===== config.mk =====
export PLATFORM = sky130hd
export DESIGN_NAME = timed_event_queue
export DESIGN_NICKNAME = d
export VERILOG_FILES = /design/src/rtl/core/teq_pkg.sv /design/src/rtl/core/teq_cell.sv /design/src/rtl/core/timed_event_queue.sv
export SDC_FILE = /design/constraint.sdc
export NUM_CORES = 2
export LEC_CHECK = 0
export BUFFER_PORTS_ARGS = -buffer_cell sky130_fd_sc_hd__buf_2
export CAP_MARGIN = 20
export CORE_UTILIZATION = 40
export CTS_CLUSTER_DIAMETER = 80
export CTS_CLUSTER_SIZE = 25
export DETAILED_ROUTE_END_ITERATION = 7
export PLACE_DENSITY = 0.57
export SETUP_SLACK_MARGIN = 0.15
export SYNTH_ARGS = -nofsm -noshare
export SYNTH_HDL_FRONTEND = slang
export SYNTH_SLANG_ARGS = --single-unit
export TNS_END_PERCENT = 1

===== constraint.sdc =====
create_clock -name clk -period 10 [get_ports clk]
set_input_delay 0.5 -clock clk [delete_from_list [all_inputs] [get_ports clk]]
set_output_delay 0.5 -clock clk [all_outputs]
set_load 0.02 [all_outputs]

===== src/rtl/core/teq_pkg.sv =====
`default_nettype none

package teq_pkg;

  // default queue depth and the cap on events fired per input beat
  localparam int unsigned DEPTH_DEF = 16;
  localparam int unsigned MAX_FIRE  = 16;
  localparam int unsigned FIRE_W    = 5;

  // stream payload widths, padded to whole bytes
  localparam int unsigned IN_DATA_W  = 96;
  localparam int unsigned OUT_DATA_W = 48;

  typedef enum logic [1:0] {
    CMD_SET   = 2'd0,
    CMD_CLEAR = 2'd1,
    CMD_TICK  = 2'd2,
    CMD_NONE  = 2'd3
  } cmd_e;

  typedef enum logic [2:0] {
    K_SET_OK   = 3'd0,
    K_FULL     = 3'd1,
    K_BAD_IVL  = 3'd2,
    K_CLEARED  = 3'd3,
    K_NO_HND   = 3'd4,
    K_TICK     = 3'd5,
    K_FIRED    = 3'd6
  } kind_e;

  typedef enum logic [2:0] {
    ST_IDLE,
    ST_SET,
    ST_SET_WR,
    ST_CLR,
    ST_FIRE
  } state_e;

  typedef enum logic [1:0] {
    OP_HOLD,
    OP_LOAD,
    OP_FROM_PREV,
    OP_FROM_NEXT
  } cell_op_e;

  typedef struct packed {
    cell_op_e op;
  } ctl_t;

  typedef struct packed {
    logic ge;     // empty, or deadline not earlier than key
    logic due;    // valid and deadline at or before key
    logic match;  // valid and slot equals handle
  } flags_t;

  typedef struct packed {
    logic               valid;
    logic        [31:0] deadline;
    logic        [7:0]  action;
    logic signed [31:0] argument;
  } ent_t;

endpackage

`default_nettype wire


===== src/rtl/core/teq_cell.sv =====
`default_nettype none

// One queue position. Holds an entry and moves it to/from its neighbors.
module teq_cell #(
  parameter int unsigned SLOT_W = 4,
  parameter int unsigned HND_W  = 4
) (
  input  wire                clk,
  input  wire                rst_n,
  input  teq_pkg::ctl_t      ctl_i,
  input  wire  [31:0]        key_i,
  input  wire  [HND_W-1:0]   hnd_i,
  input  teq_pkg::ent_t      new_ent_i,
  input  wire  [SLOT_W-1:0]  new_slot_i,
  input  teq_pkg::ent_t      prev_ent_i,
  input  wire  [SLOT_W-1:0]  prev_slot_i,
  input  teq_pkg::ent_t      next_ent_i,
  input  wire  [SLOT_W-1:0]  next_slot_i,
  output teq_pkg::ent_t      ent_o,
  output logic [SLOT_W-1:0]  slot_o,
  output teq_pkg::flags_t    flags_o
);

  teq_pkg::ent_t     ent_r;
  teq_pkg::ent_t     ent_nxt;
  logic [SLOT_W-1:0] slot_r;
  logic [SLOT_W-1:0] slot_nxt;
  logic [31:0]       diff;

  always_comb begin
    unique case (ctl_i.op)
      teq_pkg::OP_HOLD: begin
        ent_nxt  = ent_r;
        slot_nxt = slot_r;
      end
      teq_pkg::OP_LOAD: begin
        ent_nxt  = new_ent_i;
        slot_nxt = new_slot_i;
      end
      teq_pkg::OP_FROM_PREV: begin
        ent_nxt  = prev_ent_i;
        slot_nxt = prev_slot_i;
      end
      teq_pkg::OP_FROM_NEXT: begin
        ent_nxt  = next_ent_i;
        slot_nxt = next_slot_i;
      end
      default: begin
        ent_nxt  = ent_r;
        slot_nxt = slot_r;
      end
    endcase
  end

  // only the valid bit is reset; payload is ignored while invalid
  always_ff @(posedge clk) begin
    if (!rst_n) begin
      ent_r.valid <= 1'b0;
    end else begin
      ent_r.valid <= ent_nxt.valid;
    end
    ent_r.deadline <= ent_nxt.deadline;
    ent_r.action   <= ent_nxt.action;
    ent_r.argument <= ent_nxt.argument;
    slot_r         <= slot_nxt;
  end

  // wrap-safe compare: sign of deadline - key
  assign diff = ent_r.deadline - key_i;

  assign flags_o.ge    = !ent_r.valid || !diff[31];
  assign flags_o.due   = ent_r.valid && ((diff == 32'd0) || diff[31]);
  assign flags_o.match = ent_r.valid && (HND_W'(slot_r) == hnd_i);

  assign ent_o  = ent_r;
  assign slot_o = slot_r;

endmodule

`default_nettype wire


===== src/rtl/core/timed_event_queue.sv =====
`default_nettype none

// Timed event queue. A row of DEPTH cells holds the pending events sorted by
// deadline, earliest in cell 0, next to a 32-bit time counter. Input beats
// carry a command on in_tuser: set schedules an event at now + interval and
// answers with its slot handle (or full / bad interval), clear drops a handle,
// tick advances time by elapsed. Clear and tick then emit one fired beat per
// due event, in deadline order and at most 16 per command, followed by a
// status beat with tlast set; set always answers with one beat. Equal
// deadlines fire newest first, and deadlines compare by the sign of the
// 32-bit difference, so time may wrap. Command 3 is dropped with no answer.
// Sequence with a free output: set passes through accept, cell compare and
// insert shift; tick goes from accept to the fire loop, and clear adds a
// removal step in between, the fire loop ending with the status beat. Cell 0
// checks its deadline and the whole row shifts left in the same cycle as each
// fired beat. Output backpressure stalls the sequence while the output
// register is full. The next beat is taken as soon as the block is idle
// again, even while the last answer waits in the output register.
module timed_event_queue #(
  parameter int unsigned DEPTH = teq_pkg::DEPTH_DEF
) (
  input  wire                               clk,
  input  wire                               rst_n,
  input  wire                               in_tvalid,
  output logic                              in_tready,
  // tdata: interval[30:0], action[38:31], argument[70:39], handle[74:71],
  //        elapsed[90:75], zero pad
  input  wire  [teq_pkg::IN_DATA_W-1:0]     in_tdata,
  // tuser: command[1:0]
  input  wire  [1:0]                        in_tuser,
  output logic                              out_tvalid,
  input  wire                               out_tready,
  // tdata: slot[3:0], fired_action[11:4], fired_argument[43:12], zero pad
  output logic [teq_pkg::OUT_DATA_W-1:0]    out_tdata,
  // tuser: kind[2:0]
  output logic [2:0]                        out_tuser,
  output logic                              out_tlast
);

  localparam int unsigned SLOT_W = $clog2(DEPTH);
  localparam int unsigned HND_W  = (SLOT_W > 4) ? SLOT_W : 4;

  // input beat fields
  teq_pkg::cmd_e      in_cmd;
  logic [30:0]        in_interval;
  logic [7:0]         in_action;
  logic signed [31:0] in_argument;
  logic [3:0]         in_handle;
  logic [15:0]        in_elapsed;

  assign in_cmd      = teq_pkg::cmd_e'(in_tuser);
  assign in_interval = in_tdata[30:0];
  assign in_action   = in_tdata[38:31];
  assign in_argument = $signed(in_tdata[70:39]);
  assign in_handle   = in_tdata[74:71];
  assign in_elapsed  = in_tdata[90:75];

  teq_pkg::state_e    state_r, state_nxt;
  logic [31:0]        now_r;
  logic [DEPTH-1:0]   in_use_r, in_use_nxt;
  logic [31:0]        dl_r;
  logic               iv_zero_r;
  logic [7:0]         act_r;
  logic signed [31:0] arg_r;
  logic [HND_W-1:0]   hnd_r;
  teq_pkg::kind_e     kind_r;
  logic [3:0]         fin_slot_r;
  logic [DEPTH-1:0]   ge_r;
  logic [SLOT_W-1:0]  free_slot_r;
  logic               full_r;
  logic [teq_pkg::FIRE_W-1:0] fire_cnt_r;

  // output register
  logic               out_valid_r;
  teq_pkg::kind_e     out_kind_r;
  logic [3:0]         out_slot_r;
  logic [7:0]         out_act_r;
  logic signed [31:0] out_arg_r;
  logic               out_last_r;
  logic               out_space;

  // cell row
  teq_pkg::ctl_t      cell_ctl [DEPTH];
  teq_pkg::ent_t      ent_q    [DEPTH];
  logic [SLOT_W-1:0]  slot_q   [DEPTH];
  teq_pkg::flags_t    flags_q  [DEPTH];
  teq_pkg::ent_t      new_ent;
  teq_pkg::ent_t      tail_ent;
  logic [31:0]        cell_key;
  logic [DEPTH-1:0]   ge_vec, match_vec, valid_vec;

  // control from the sequencer
  logic               in_acc;
  logic               do_ins, do_rem, do_pop, emit;
  teq_pkg::kind_e     em_kind;
  logic [3:0]         em_slot;
  logic [7:0]         em_act;
  logic signed [31:0] em_arg;
  logic               em_last;

  // insert / remove position masks
  logic [DEPTH-1:0]   ins_first, ins_before, rem_before;
  logic               rem_hit, head_due;

  // lowest free slot
  logic [DEPTH-1:0]   free_vec, free_one;
  logic [SLOT_W-1:0]  free_idx;

  assign in_acc    = in_tvalid && in_tready;
  assign out_space = !out_valid_r || out_tready;

  assign new_ent.valid    = 1'b1;
  assign new_ent.deadline = dl_r;
  assign new_ent.action   = act_r;
  assign new_ent.argument = arg_r;

  assign tail_ent.valid    = 1'b0;
  assign tail_ent.deadline = 32'd0;
  assign tail_ent.action   = 8'd0;
  assign tail_ent.argument = 32'sd0;

  // cells compare against the new deadline during set, else against now
  assign cell_key = (state_r == teq_pkg::ST_SET) ? dl_r : now_r;

  for (genvar i = 0; i < DEPTH; i++) begin : g_cell
    teq_pkg::ent_t     prev_ent, next_ent;
    logic [SLOT_W-1:0] prev_slot, next_slot;

    if (i == 0) begin : g_first
      assign prev_ent  = new_ent;
      assign prev_slot = free_slot_r;
    end else begin : g_mid
      assign prev_ent  = ent_q[i-1];
      assign prev_slot = slot_q[i-1];
    end

    if (i == DEPTH - 1) begin : g_tail
      assign next_ent  = tail_ent;
      assign next_slot = '0;
    end else begin : g_body
      assign next_ent  = ent_q[i+1];
      assign next_slot = slot_q[i+1];
    end

    teq_cell #(
      .SLOT_W (SLOT_W),
      .HND_W  (HND_W)
    ) u_cell (
      .clk         (clk),
      .rst_n       (rst_n),
      .ctl_i       (cell_ctl[i]),
      .key_i       (cell_key),
      .hnd_i       (hnd_r),
      .new_ent_i   (new_ent),
      .new_slot_i  (free_slot_r),
      .prev_ent_i  (prev_ent),
      .prev_slot_i (prev_slot),
      .next_ent_i  (next_ent),
      .next_slot_i (next_slot),
      .ent_o       (ent_q[i]),
      .slot_o      (slot_q[i]),
      .flags_o     (flags_q[i])
    );

    assign ge_vec[i]    = flags_q[i].ge;
    assign match_vec[i] = flags_q[i].match;
    assign valid_vec[i] = ent_q[i].valid;
  end

  assign head_due = flags_q[0].due;

  // insert goes at the first cell whose entry is empty or not earlier;
  // cells below it hold, cells above it shift toward the tail
  assign ins_first  = ge_r & (~ge_r + DEPTH'(1));
  assign ins_before = ins_first - DEPTH'(1);

  // removal: the matching cell and all above it take from their successor
  assign rem_hit    = |match_vec;
  assign rem_before = match_vec - DEPTH'(1);

  // lowest free slot, one-hot then encoded
  assign free_vec = ~in_use_r;
  assign free_one = free_vec & (~free_vec + DEPTH'(1));

  always_comb begin
    free_idx = '0;
    for (int i = 0; i < DEPTH; i++) begin
      if (free_one[i]) begin
        free_idx = free_idx | SLOT_W'(i);
      end
    end
  end

  // sequencer
  always_comb begin
    state_nxt = state_r;
    in_tready = 1'b0;
    do_ins    = 1'b0;
    do_rem    = 1'b0;
    do_pop    = 1'b0;
    emit      = 1'b0;
    em_kind   = teq_pkg::K_TICK;
    em_slot   = 4'd0;
    em_act    = 8'd0;
    em_arg    = 32'sd0;
    em_last   = 1'b1;
    unique case (state_r)
      teq_pkg::ST_IDLE: begin
        in_tready = 1'b1;
        if (in_tvalid) begin
          unique case (in_cmd)
            teq_pkg::CMD_SET:   state_nxt = teq_pkg::ST_SET;
            teq_pkg::CMD_CLEAR: state_nxt = teq_pkg::ST_CLR;
            teq_pkg::CMD_TICK:  state_nxt = teq_pkg::ST_FIRE;
            default:            state_nxt = teq_pkg::ST_IDLE;
          endcase
        end
      end
      teq_pkg::ST_SET: begin
        state_nxt = teq_pkg::ST_SET_WR;
      end
      teq_pkg::ST_SET_WR: begin
        if (out_space) begin
          emit      = 1'b1;
          state_nxt = teq_pkg::ST_IDLE;
          priority if (iv_zero_r) begin
            em_kind = teq_pkg::K_BAD_IVL;
          end else if (full_r) begin
            em_kind = teq_pkg::K_FULL;
          end else begin
            em_kind = teq_pkg::K_SET_OK;
            em_slot = 4'(free_slot_r);
            do_ins  = 1'b1;
          end
        end
      end
      teq_pkg::ST_CLR: begin
        do_rem    = rem_hit;
        state_nxt = teq_pkg::ST_FIRE;
      end
      teq_pkg::ST_FIRE: begin
        if (head_due && (fire_cnt_r < teq_pkg::FIRE_W'(teq_pkg::MAX_FIRE))) begin
          if (out_space) begin
            emit    = 1'b1;
            do_pop  = 1'b1;
            em_kind = teq_pkg::K_FIRED;
            em_slot = 4'(slot_q[0]);
            em_act  = ent_q[0].action;
            em_arg  = ent_q[0].argument;
            em_last = 1'b0;
          end
        end else if (out_space) begin
          emit      = 1'b1;
          em_kind   = kind_r;
          em_slot   = fin_slot_r;
          state_nxt = teq_pkg::ST_IDLE;
        end
      end
      default: begin
        state_nxt = teq_pkg::ST_IDLE;
      end
    endcase
  end

  // per-cell shift control
  always_comb begin
    for (int i = 0; i < DEPTH; i++) begin
      cell_ctl[i].op = teq_pkg::OP_HOLD;
      priority if (do_pop) begin
        cell_ctl[i].op = teq_pkg::OP_FROM_NEXT;
      end else if (do_ins) begin
        priority if (ins_before[i]) begin
          cell_ctl[i].op = teq_pkg::OP_HOLD;
        end else if (ins_first[i]) begin
          cell_ctl[i].op = teq_pkg::OP_LOAD;
        end else begin
          cell_ctl[i].op = teq_pkg::OP_FROM_PREV;
        end
      end else if (do_rem && !rem_before[i]) begin
        cell_ctl[i].op = teq_pkg::OP_FROM_NEXT;
      end else begin
        cell_ctl[i].op = teq_pkg::OP_HOLD;
      end
    end
  end

  // slot occupancy
  always_comb begin
    in_use_nxt = in_use_r;
    if (do_ins) begin
      in_use_nxt[free_slot_r] = 1'b1;
    end
    if (do_rem) begin
      in_use_nxt[hnd_r[SLOT_W-1:0]] = 1'b0;
    end
    if (do_pop) begin
      in_use_nxt[slot_q[0]] = 1'b0;
    end
  end

  always_ff @(posedge clk) begin
    if (!rst_n) begin
      state_r     <= teq_pkg::ST_IDLE;
      now_r       <= 32'd0;
      in_use_r    <= '0;
      fire_cnt_r  <= '0;
      out_valid_r <= 1'b0;
    end else begin
      state_r  <= state_nxt;
      in_use_r <= in_use_nxt;
      if (in_acc && (in_cmd == teq_pkg::CMD_TICK)) begin
        now_r <= now_r + 32'(in_elapsed);
      end
      if (in_acc) begin
        fire_cnt_r <= '0;
      end else if (do_pop) begin
        fire_cnt_r <= fire_cnt_r + teq_pkg::FIRE_W'(1);
      end
      if (emit) begin
        out_valid_r <= 1'b1;
      end else if (out_tready) begin
        out_valid_r <= 1'b0;
      end
    end
  end

  // command and result payload, no reset needed
  always_ff @(posedge clk) begin
    if (in_acc) begin
      dl_r       <= now_r + {1'b0, in_interval};
      iv_zero_r  <= (in_interval == 31'd0);
      act_r      <= in_action;
      arg_r      <= in_argument;
      hnd_r      <= HND_W'(in_handle);
      kind_r     <= teq_pkg::K_TICK;
      fin_slot_r <= (in_cmd == teq_pkg::CMD_CLEAR) ? in_handle : 4'd0;
    end
    if (state_r == teq_pkg::ST_SET) begin
      ge_r        <= ge_vec;
      free_slot_r <= free_idx;
      full_r      <= ~|free_vec;
    end
    if (state_r == teq_pkg::ST_CLR) begin
      kind_r <= rem_hit ? teq_pkg::K_CLEARED : teq_pkg::K_NO_HND;
    end
    if (emit) begin
      out_kind_r <= em_kind;
      out_slot_r <= em_slot;
      out_act_r  <= em_act;
      out_arg_r  <= em_arg;
      out_last_r <= em_last;
    end
  end

  assign out_tvalid = out_valid_r;
  assign out_tuser  = out_kind_r;
  assign out_tlast  = out_last_r;
  assign out_tdata  = {{(teq_pkg::OUT_DATA_W - 44){1'b0}}, out_arg_r, out_act_r, out_slot_r};

`ifndef NO_ASSERTIONS
  // occupied slots and occupied cells are equal in number
  a_use_count: assert property (@(posedge clk) disable iff (!rst_n)
    $countones(in_use_r) == $countones(valid_vec))
    else $error("slot occupancy disagrees with cell row");

  // occupied cells form an unbroken run from the head
  a_packed: assert property (@(posedge clk) disable iff (!rst_n)
    $onehot({1'b0, valid_vec} + (DEPTH + 1)'(1)))
    else $error("gap in cell row");

  // fire count never runs past the per-command cap
  a_fire_cap: assert property (@(posedge clk) disable iff (!rst_n)
    fire_cnt_r <= teq_pkg::FIRE_W'(teq_pkg::MAX_FIRE))
    else $error("fire count over cap");

  // a fired beat leaves the sequencer in the fire state, where the status beat follows
  a_fired_not_last: assert property (@(posedge clk) disable iff (!rst_n)
    (emit && (em_kind == teq_pkg::K_FIRED)) |=> (state_r == teq_pkg::ST_FIRE))
    else $error("fired beat without trailing status");
`endif

endmodule

`default_nettype wire


* Word-level counts from Yosys, hierarchy flattened
Cells that the tools add are included.
Widths: inputs -> output; s select.
** Cells by class
- Reductions and logical operators :: 140
- Equal/unequal tests :: 72
- Bitwise gates (word level) :: 11
- Order comparisons :: 7
- Multiplexer cells :: 170
- Add/sub/neg operators :: 23
** Operators by type and width (number)
- $pmux 73 s3 :: 15
- $sub 32x32->32 :: 16
- $pmux 4 s3 :: 15
- $mux 2 :: 84
- $pmux 73 s2 :: 1
- $not 16->16 :: 5
- $eq 2x2->1 const B :: 33
- $and 16x16->16 :: 4
- $eq 4x4->1 :: 16
- $logic_not 1->1 :: 50
- $mux 16 :: 3
- $mux 4 :: 12
- $logic_and 1x1->1 :: 39
- $mux 3 :: 13
- $eq 2x1->1 const B :: 17
- $logic_not 2->1 :: 17
- $add 16x1->16 const B :: 2
- $add 32x16->32 :: 1
- $add 32x31->32 :: 1
- $logic_not 32->1 :: 1
- $mux 32 :: 1
- $reduce_or 16->1 :: 2
- $sub 16x1->16 const B :: 2
- $logic_not 31->1 :: 1
- 24 further kinds :: 72
** Word-level totals
- Output and inout port bits :: 54
- Input port bits :: 102
- Flip-flop bits (word level) :: 1442
- Word-level logic and storage cells :: 526

* Depth between registers and ports, before layout
- Depth in word-level cells :: 17
- Mapped depth :: 27
- Depth with buffers taken out :: 18

* Hierarchy
From an unflattened synthesis, not the netlist that was laid out.
** Second synthesis, totals
- Cells, all modules :: 11669
- Area total of the unflattened synthesis :: 108024.9 um2
** By module, submodules not included
- teq_cell (g_cell[0].u_cell ...) :: cells each 639, area an instance 5876.9 um2, instances 7, seq. area each 2302.2 um2
- teq_cell (g_cell[4].u_cell ...) :: cells each 666, area an instance 6090.8 um2, instances 6, seq. area each 2302.2 um2
- teq_cell (g_cell[2].u_cell ...) :: cells each 673, area an instance 6178.4 um2, instances 2, seq. area each 2302.2 um2
- timed_event_queue :: cells each 1175, area an instance 11813.8 um2, instances 1, seq. area each 5735.5 um2
- teq_cell (g_cell[1].u_cell) :: cells each 679, area an instance 6170.9 um2, instances 1, seq. area each 2302.2 um2

* Worst setup path before layout
OpenSTA, ideal clock, no wires.
- Path type :: register -> register
- Start point :: reg state_r[2]
- End point :: reg g_cell[1].u_cell.ent_r (netlist bit g_cell[1].u_cell.ent_o[0]) (enable)
- Period minus slack after synthesis :: 8718 ps
- Path slack :: 1282 ps
- Setup time :: 959 ps
- Required time :: 9041 ps
- Path buffers :: 6
- Stages on the path, launching flop included :: 23
- Arrival time :: 7759 ps
- Path through :: dfxtp_1 or3b_1 buf_4 inv_4 buf_8 buf_2 buf_1 mux2i_1 ha_1 and2_1 and3_1 a221oi_1 o211ai_1 a41oi_1 o21ai_1 a2111oi_0 a311oi_1 nand2_1 nand2_2 inv_2 buf_4 clkbuf_1 nand3_1
** On the way
- Longest elaborated chain between the ends :: 11
- Elaborated cells on any way between the ends :: 19
- Those cells by class :: 1 x add/sub; 4 x eq/ne; 8 x mux; 6 x reduce/logical
** Ends and longest elaborated chain
- start: declaration :: RTL line timed_event_queue.sv:58 : teq_pkg::state_e state_r, state_nxt;
- start signal: assignment :: RTL line timed_event_queue.sv:303 : state_r <= teq_pkg::ST_IDLE;
- start signal: assignment :: RTL line timed_event_queue.sv:309 : state_r <= state_nxt;
- $eq 3x1->1 :: RTL line timed_event_queue.sv:123 : assign cell_key = (state_r == teq_pkg::ST_SET) ? dl_r : now_r;
- $mux 32 :: RTL line timed_event_queue.sv:123
- $sub 32x32->32 :: RTL line teq_cell.sv:69 : assign diff = ent_r.deadline - key_i;
- $logic_not 32->1 :: RTL line teq_cell.sv:72 : assign flags_o.due = ent_r.valid && ((diff == 32'd0) || diff[31]);
- $logic_or 1x1->1 :: RTL line teq_cell.sv:72
- $logic_and 1x1->1 :: RTL line teq_cell.sv:72
- $logic_and 1x1->1 :: RTL line timed_event_queue.sv:242 : if (head_due && (fire_cnt_r < teq_pkg::FIRE_W'(teq_pkg::MAX_FIRE))) begin
- $mux 1 :: RTL line timed_event_queue.sv:242
- $mux 1 :: RTL line timed_event_queue.sv:207 : unique case (state_r)
- $mux 2 * :: RTL line timed_event_queue.sv:269 : priority if (do_pop) begin
- $logic_not 2->1 * :: RTL line teq_cell.sv:31 : unique case (ctl_i.op)
- end: declaration :: RTL line teq_cell.sv:24 : teq_pkg::ent_t ent_r;
Every way passes the cells marked *; elsewhere a longest branch is shown, timed or not.
A chain may end at the register's enable or synchronous reset.

==> qor.yml <==
clock_network:
  clk_latency_ns: 0.81
  cts_sinks: 1442
  ctsLongestPathBuffers: 3
  clk_pin_slew_ns: 0.09
  cts_buffers: 106
  cts_resized: 0
  cts_tree: "done"
  root_buffer: "clkbuf_16"
  htree_levels: 3
sta:
  timing.final.hold_violations: 0
  maxSlewViolCount: 0
  period_share_pct: 82.44
  setup_slack_ns: 1.756
  grt_setup_unrepaired: "false"
  period_needed_ns: 8.244
  finClkSkew_ns: 0.04835
  setup_viol: 0
  fin_setup_tns_ns: 0
  worst_pin_slew_ns: 1.216
  relSlewSlack_pct: 18.93
  fmax_mhz: 121.3
die:
  die_h_um: 456.9
  die_w_um: 456.9
  core_um2: 205200
  initial_core_util_pct: 40.33
  rows: 166
  die_area_um2: 208700
  io_pins: 156
placed_design:
  post-place-ws_ns: 1.763
  port_buffers: 146
  place.gp.congestion: 0.8687
  dp_hpwl_mm: 177.0
pwr:
  power_density_nw_per_um2: 156.7
  vdd_drop_max_uv: 162.3
  leakagePower_uw: 0.03353
  p_total_uw: 14220
worst_hold_path:
  min_path_cells: 2
  worstHoldStart: "in_tdata[0]"
  min_path_type: "input port to flip-flop"
drt:
  remaining_drc_errors: 0
  drtIter0Drc: 6322
  routedWlPerCell_um: 28.84
  dr.pass1.iters: 6
  via_per_inst: 6.517
  totalWireLength_mm: 275.2
  vias: 62170
  postRouteAntennaNets: 0
yosys:
  synth_flop_cell: "edfxtp_1"
  syn_inst: 6936
  avgSynthCellArea_um2: 11.93
  syn_area_um2: 82760
  synth.distinct_cells: 97
  synth-edff-count: 1369
  ys.warnings.count: 0
  synth_seq_cells: 1442
  synthArstFlopShare_pct: 0
  seq_area_frac_synth_pct: 51.44
layout:
  layout_commonest_cell: "edfxtp_1"
  most-common-layout-cells: "edfxtp_1 (1,369), a221o_1 (818), and2_1 (504)"
  fill_cells: 18880
  area_growth_pct: 9.681
  layout-drive-gt1-share_pct: 10.22
  final_util_pct: 44.24
  nets: 7298
setup_path:
  crit_path_end_kind: "flip-flop"
  required_ns: 10.65
  r2r-start: "state_r[2]$_SDFFE_PN0P_"
  arrival_ns: 8.89
  cp-startpoint: "state_r[2]$_SDFFE_PN0P_"
  path_class: "flip-flop to flip-flop"
  worstSetupStartpointType: "flip-flop"
  ff2ff_path_depth: 20
  cp_max_fo: 34
global_routing:
  gr-usage-met3_pct: 3.043
  grt_max_degree: 216
  gr-usage-met2_pct: 40.44
  grt_overflow: 0
  grt-busiest-layer: "met2"
  antenna_found_initial: 4
  grt_usage_pct: 25.66
  met1_usage_pct: 37.20
  grt_pass1_vias: 62580
  grt_pass1_wl_mm: 413.8
run_status:
  status: "completed"
flow_run:
  cap_violations: 0
## synth_stat cells, types with 30 or more instances
library cell     n  share of area (%)
edfxtp_1      1369                 50
a221o_1        818                9.9
and2_1         506                3.8
ha_1           436                6.6
clkbuf_1       397                1.8
and3_1         385                2.9
a21o_1         280                2.5
a22o_1         262                2.8
o21ai_0        242                1.5
nand2_1        221                1.0
a21oi_1        205                1.2
nor2_1         178               0.81
xnor2_1        141                1.5
buf_2          132               0.80
nand3_1         90               0.54
nor3_1          90               0.54
mux2i_1         87                1.1
inv_1           76               0.34
buf_1           75               0.34
dfxtp_1         73                1.8
xor2_1          69               0.73
maj3_1          68               0.82
mux2_2          66               0.90
nor2b_1         58               0.44
nand4_1         54               0.41
nand2b_1        53               0.40
a31oi_1         38               0.29
o31ai_1         34               0.31
or3_1           33               0.25
buf_4           32               0.29
nor4_1          30               0.23
## worst paths after layout
path,to,slack (ns)
worst max-delay path,g_cell[9].u_cell.ent_o[40]$_DFFE_PP_,1.76
worst min-delay path,dl_r[0]$_DFFE_PP_,0.08
worst max register to register,g_cell[9].u_cell.ent_o[40]$_DFFE_PP_,1.76
worst min register to register,ge_r[5]$_DFFE_PP_,0.46
## state kept, by name, summed over array words and instances, names as in the netlist, 4 cells and up
register and count:
g_cell.u_cell.ent_o 1168, g_cell.u_cell.slot_o 64, arg_r 32, dl_r 32, now_r 32, out_arg_r 32
ge_r 16, in_use_r 16, act_r 8, out_act_r 8, fire_cnt_r 5, fin_slot_r 4
free_slot_r 4, hnd_r 4, out_slot_r 4
## routing by layer
layer  routed length, µm  share of wire, %  vias to the layer above
met3               18560               6.7                      380
met4                6844               2.5                        0
li1                    -                 -                    27300
met5                   0                 0                        -
met1              125400                46                    31920
met2              124300                45                     2573
## stage by stage
step           hold slack (ns)  instances  cell area (µm²)
3_3_place_gp            0.4426       9290            86390
5_1_grt                0.05900       9540            90780
4_1_cts                0.03253       9536            90720
6_report               0.07911       9540            90780
3_5_place_dp            0.4422       9291            86420
2_1_floorplan           0.4316       6939            82780
## timing repair
item                                   4_1_cts  5_1_grt
buffers inserted                             0        0
hold buffers                                45        0
endpoints found under the hold margin       49        0
## power by group
group	internal [µW]	total, µW	switching [µW]
combinational	893	2020	1120
sequential	6990	7300	307
clock	2240	4900	2660
## kinds of logic after synthesis
logic type | Yosys count | share of synthesized area (%)
adders and majority gates | 506 | 7.462
and+or+nand+nor | 1758 | 11.93
buffers and inverters | 725 | 3.723
xor gates and xnor gates | 210 | 2.222
AOI/OAI and AO/OA | 2119 | 20.93
other | 1 | 0.004531
muxes | 175 | 2.295
DFF | 1442 | 51.44
## worst max-delay path: stages (launching register included)
cell	delay, ns
dfxtp_1	0.32
or3b_1	0.72
inv_4	0.57
buf_4	0.58
mux2i_1	0.25
buf_4	0.30
ha_1	0.39
a21o_1	0.26
a31o_2	0.26
a31oi_2	0.35
o31ai_1	0.26
a41oi_1	0.27
o21ai_1	0.15
a21o_1	0.20
a311oi_1	0.67
nand2_1	0.56
nand2_8	0.36
inv_2	0.33
o21ai_4	0.39
buf_4	0.54
a221o_1	0.23
## area by class of cell
class / count / area, µm² / share of cell area [%]
clock inverters: 88 / 1155 / 1.272
diodes: 2 / 5.005 / 0.005513
well taps: 2688 / 3363 / 3.705
repair buffers: 357 / 3038 / 3.347
flip-flops and latches: 1442 / 42570 / 46.90
multi-input cells: 4772 / 37650 / 41.47
inverters: 79 / 301.5 / 0.3322
clock buffers: 112 / 2696 / 2.970
(Power assumes the default switching activity.)
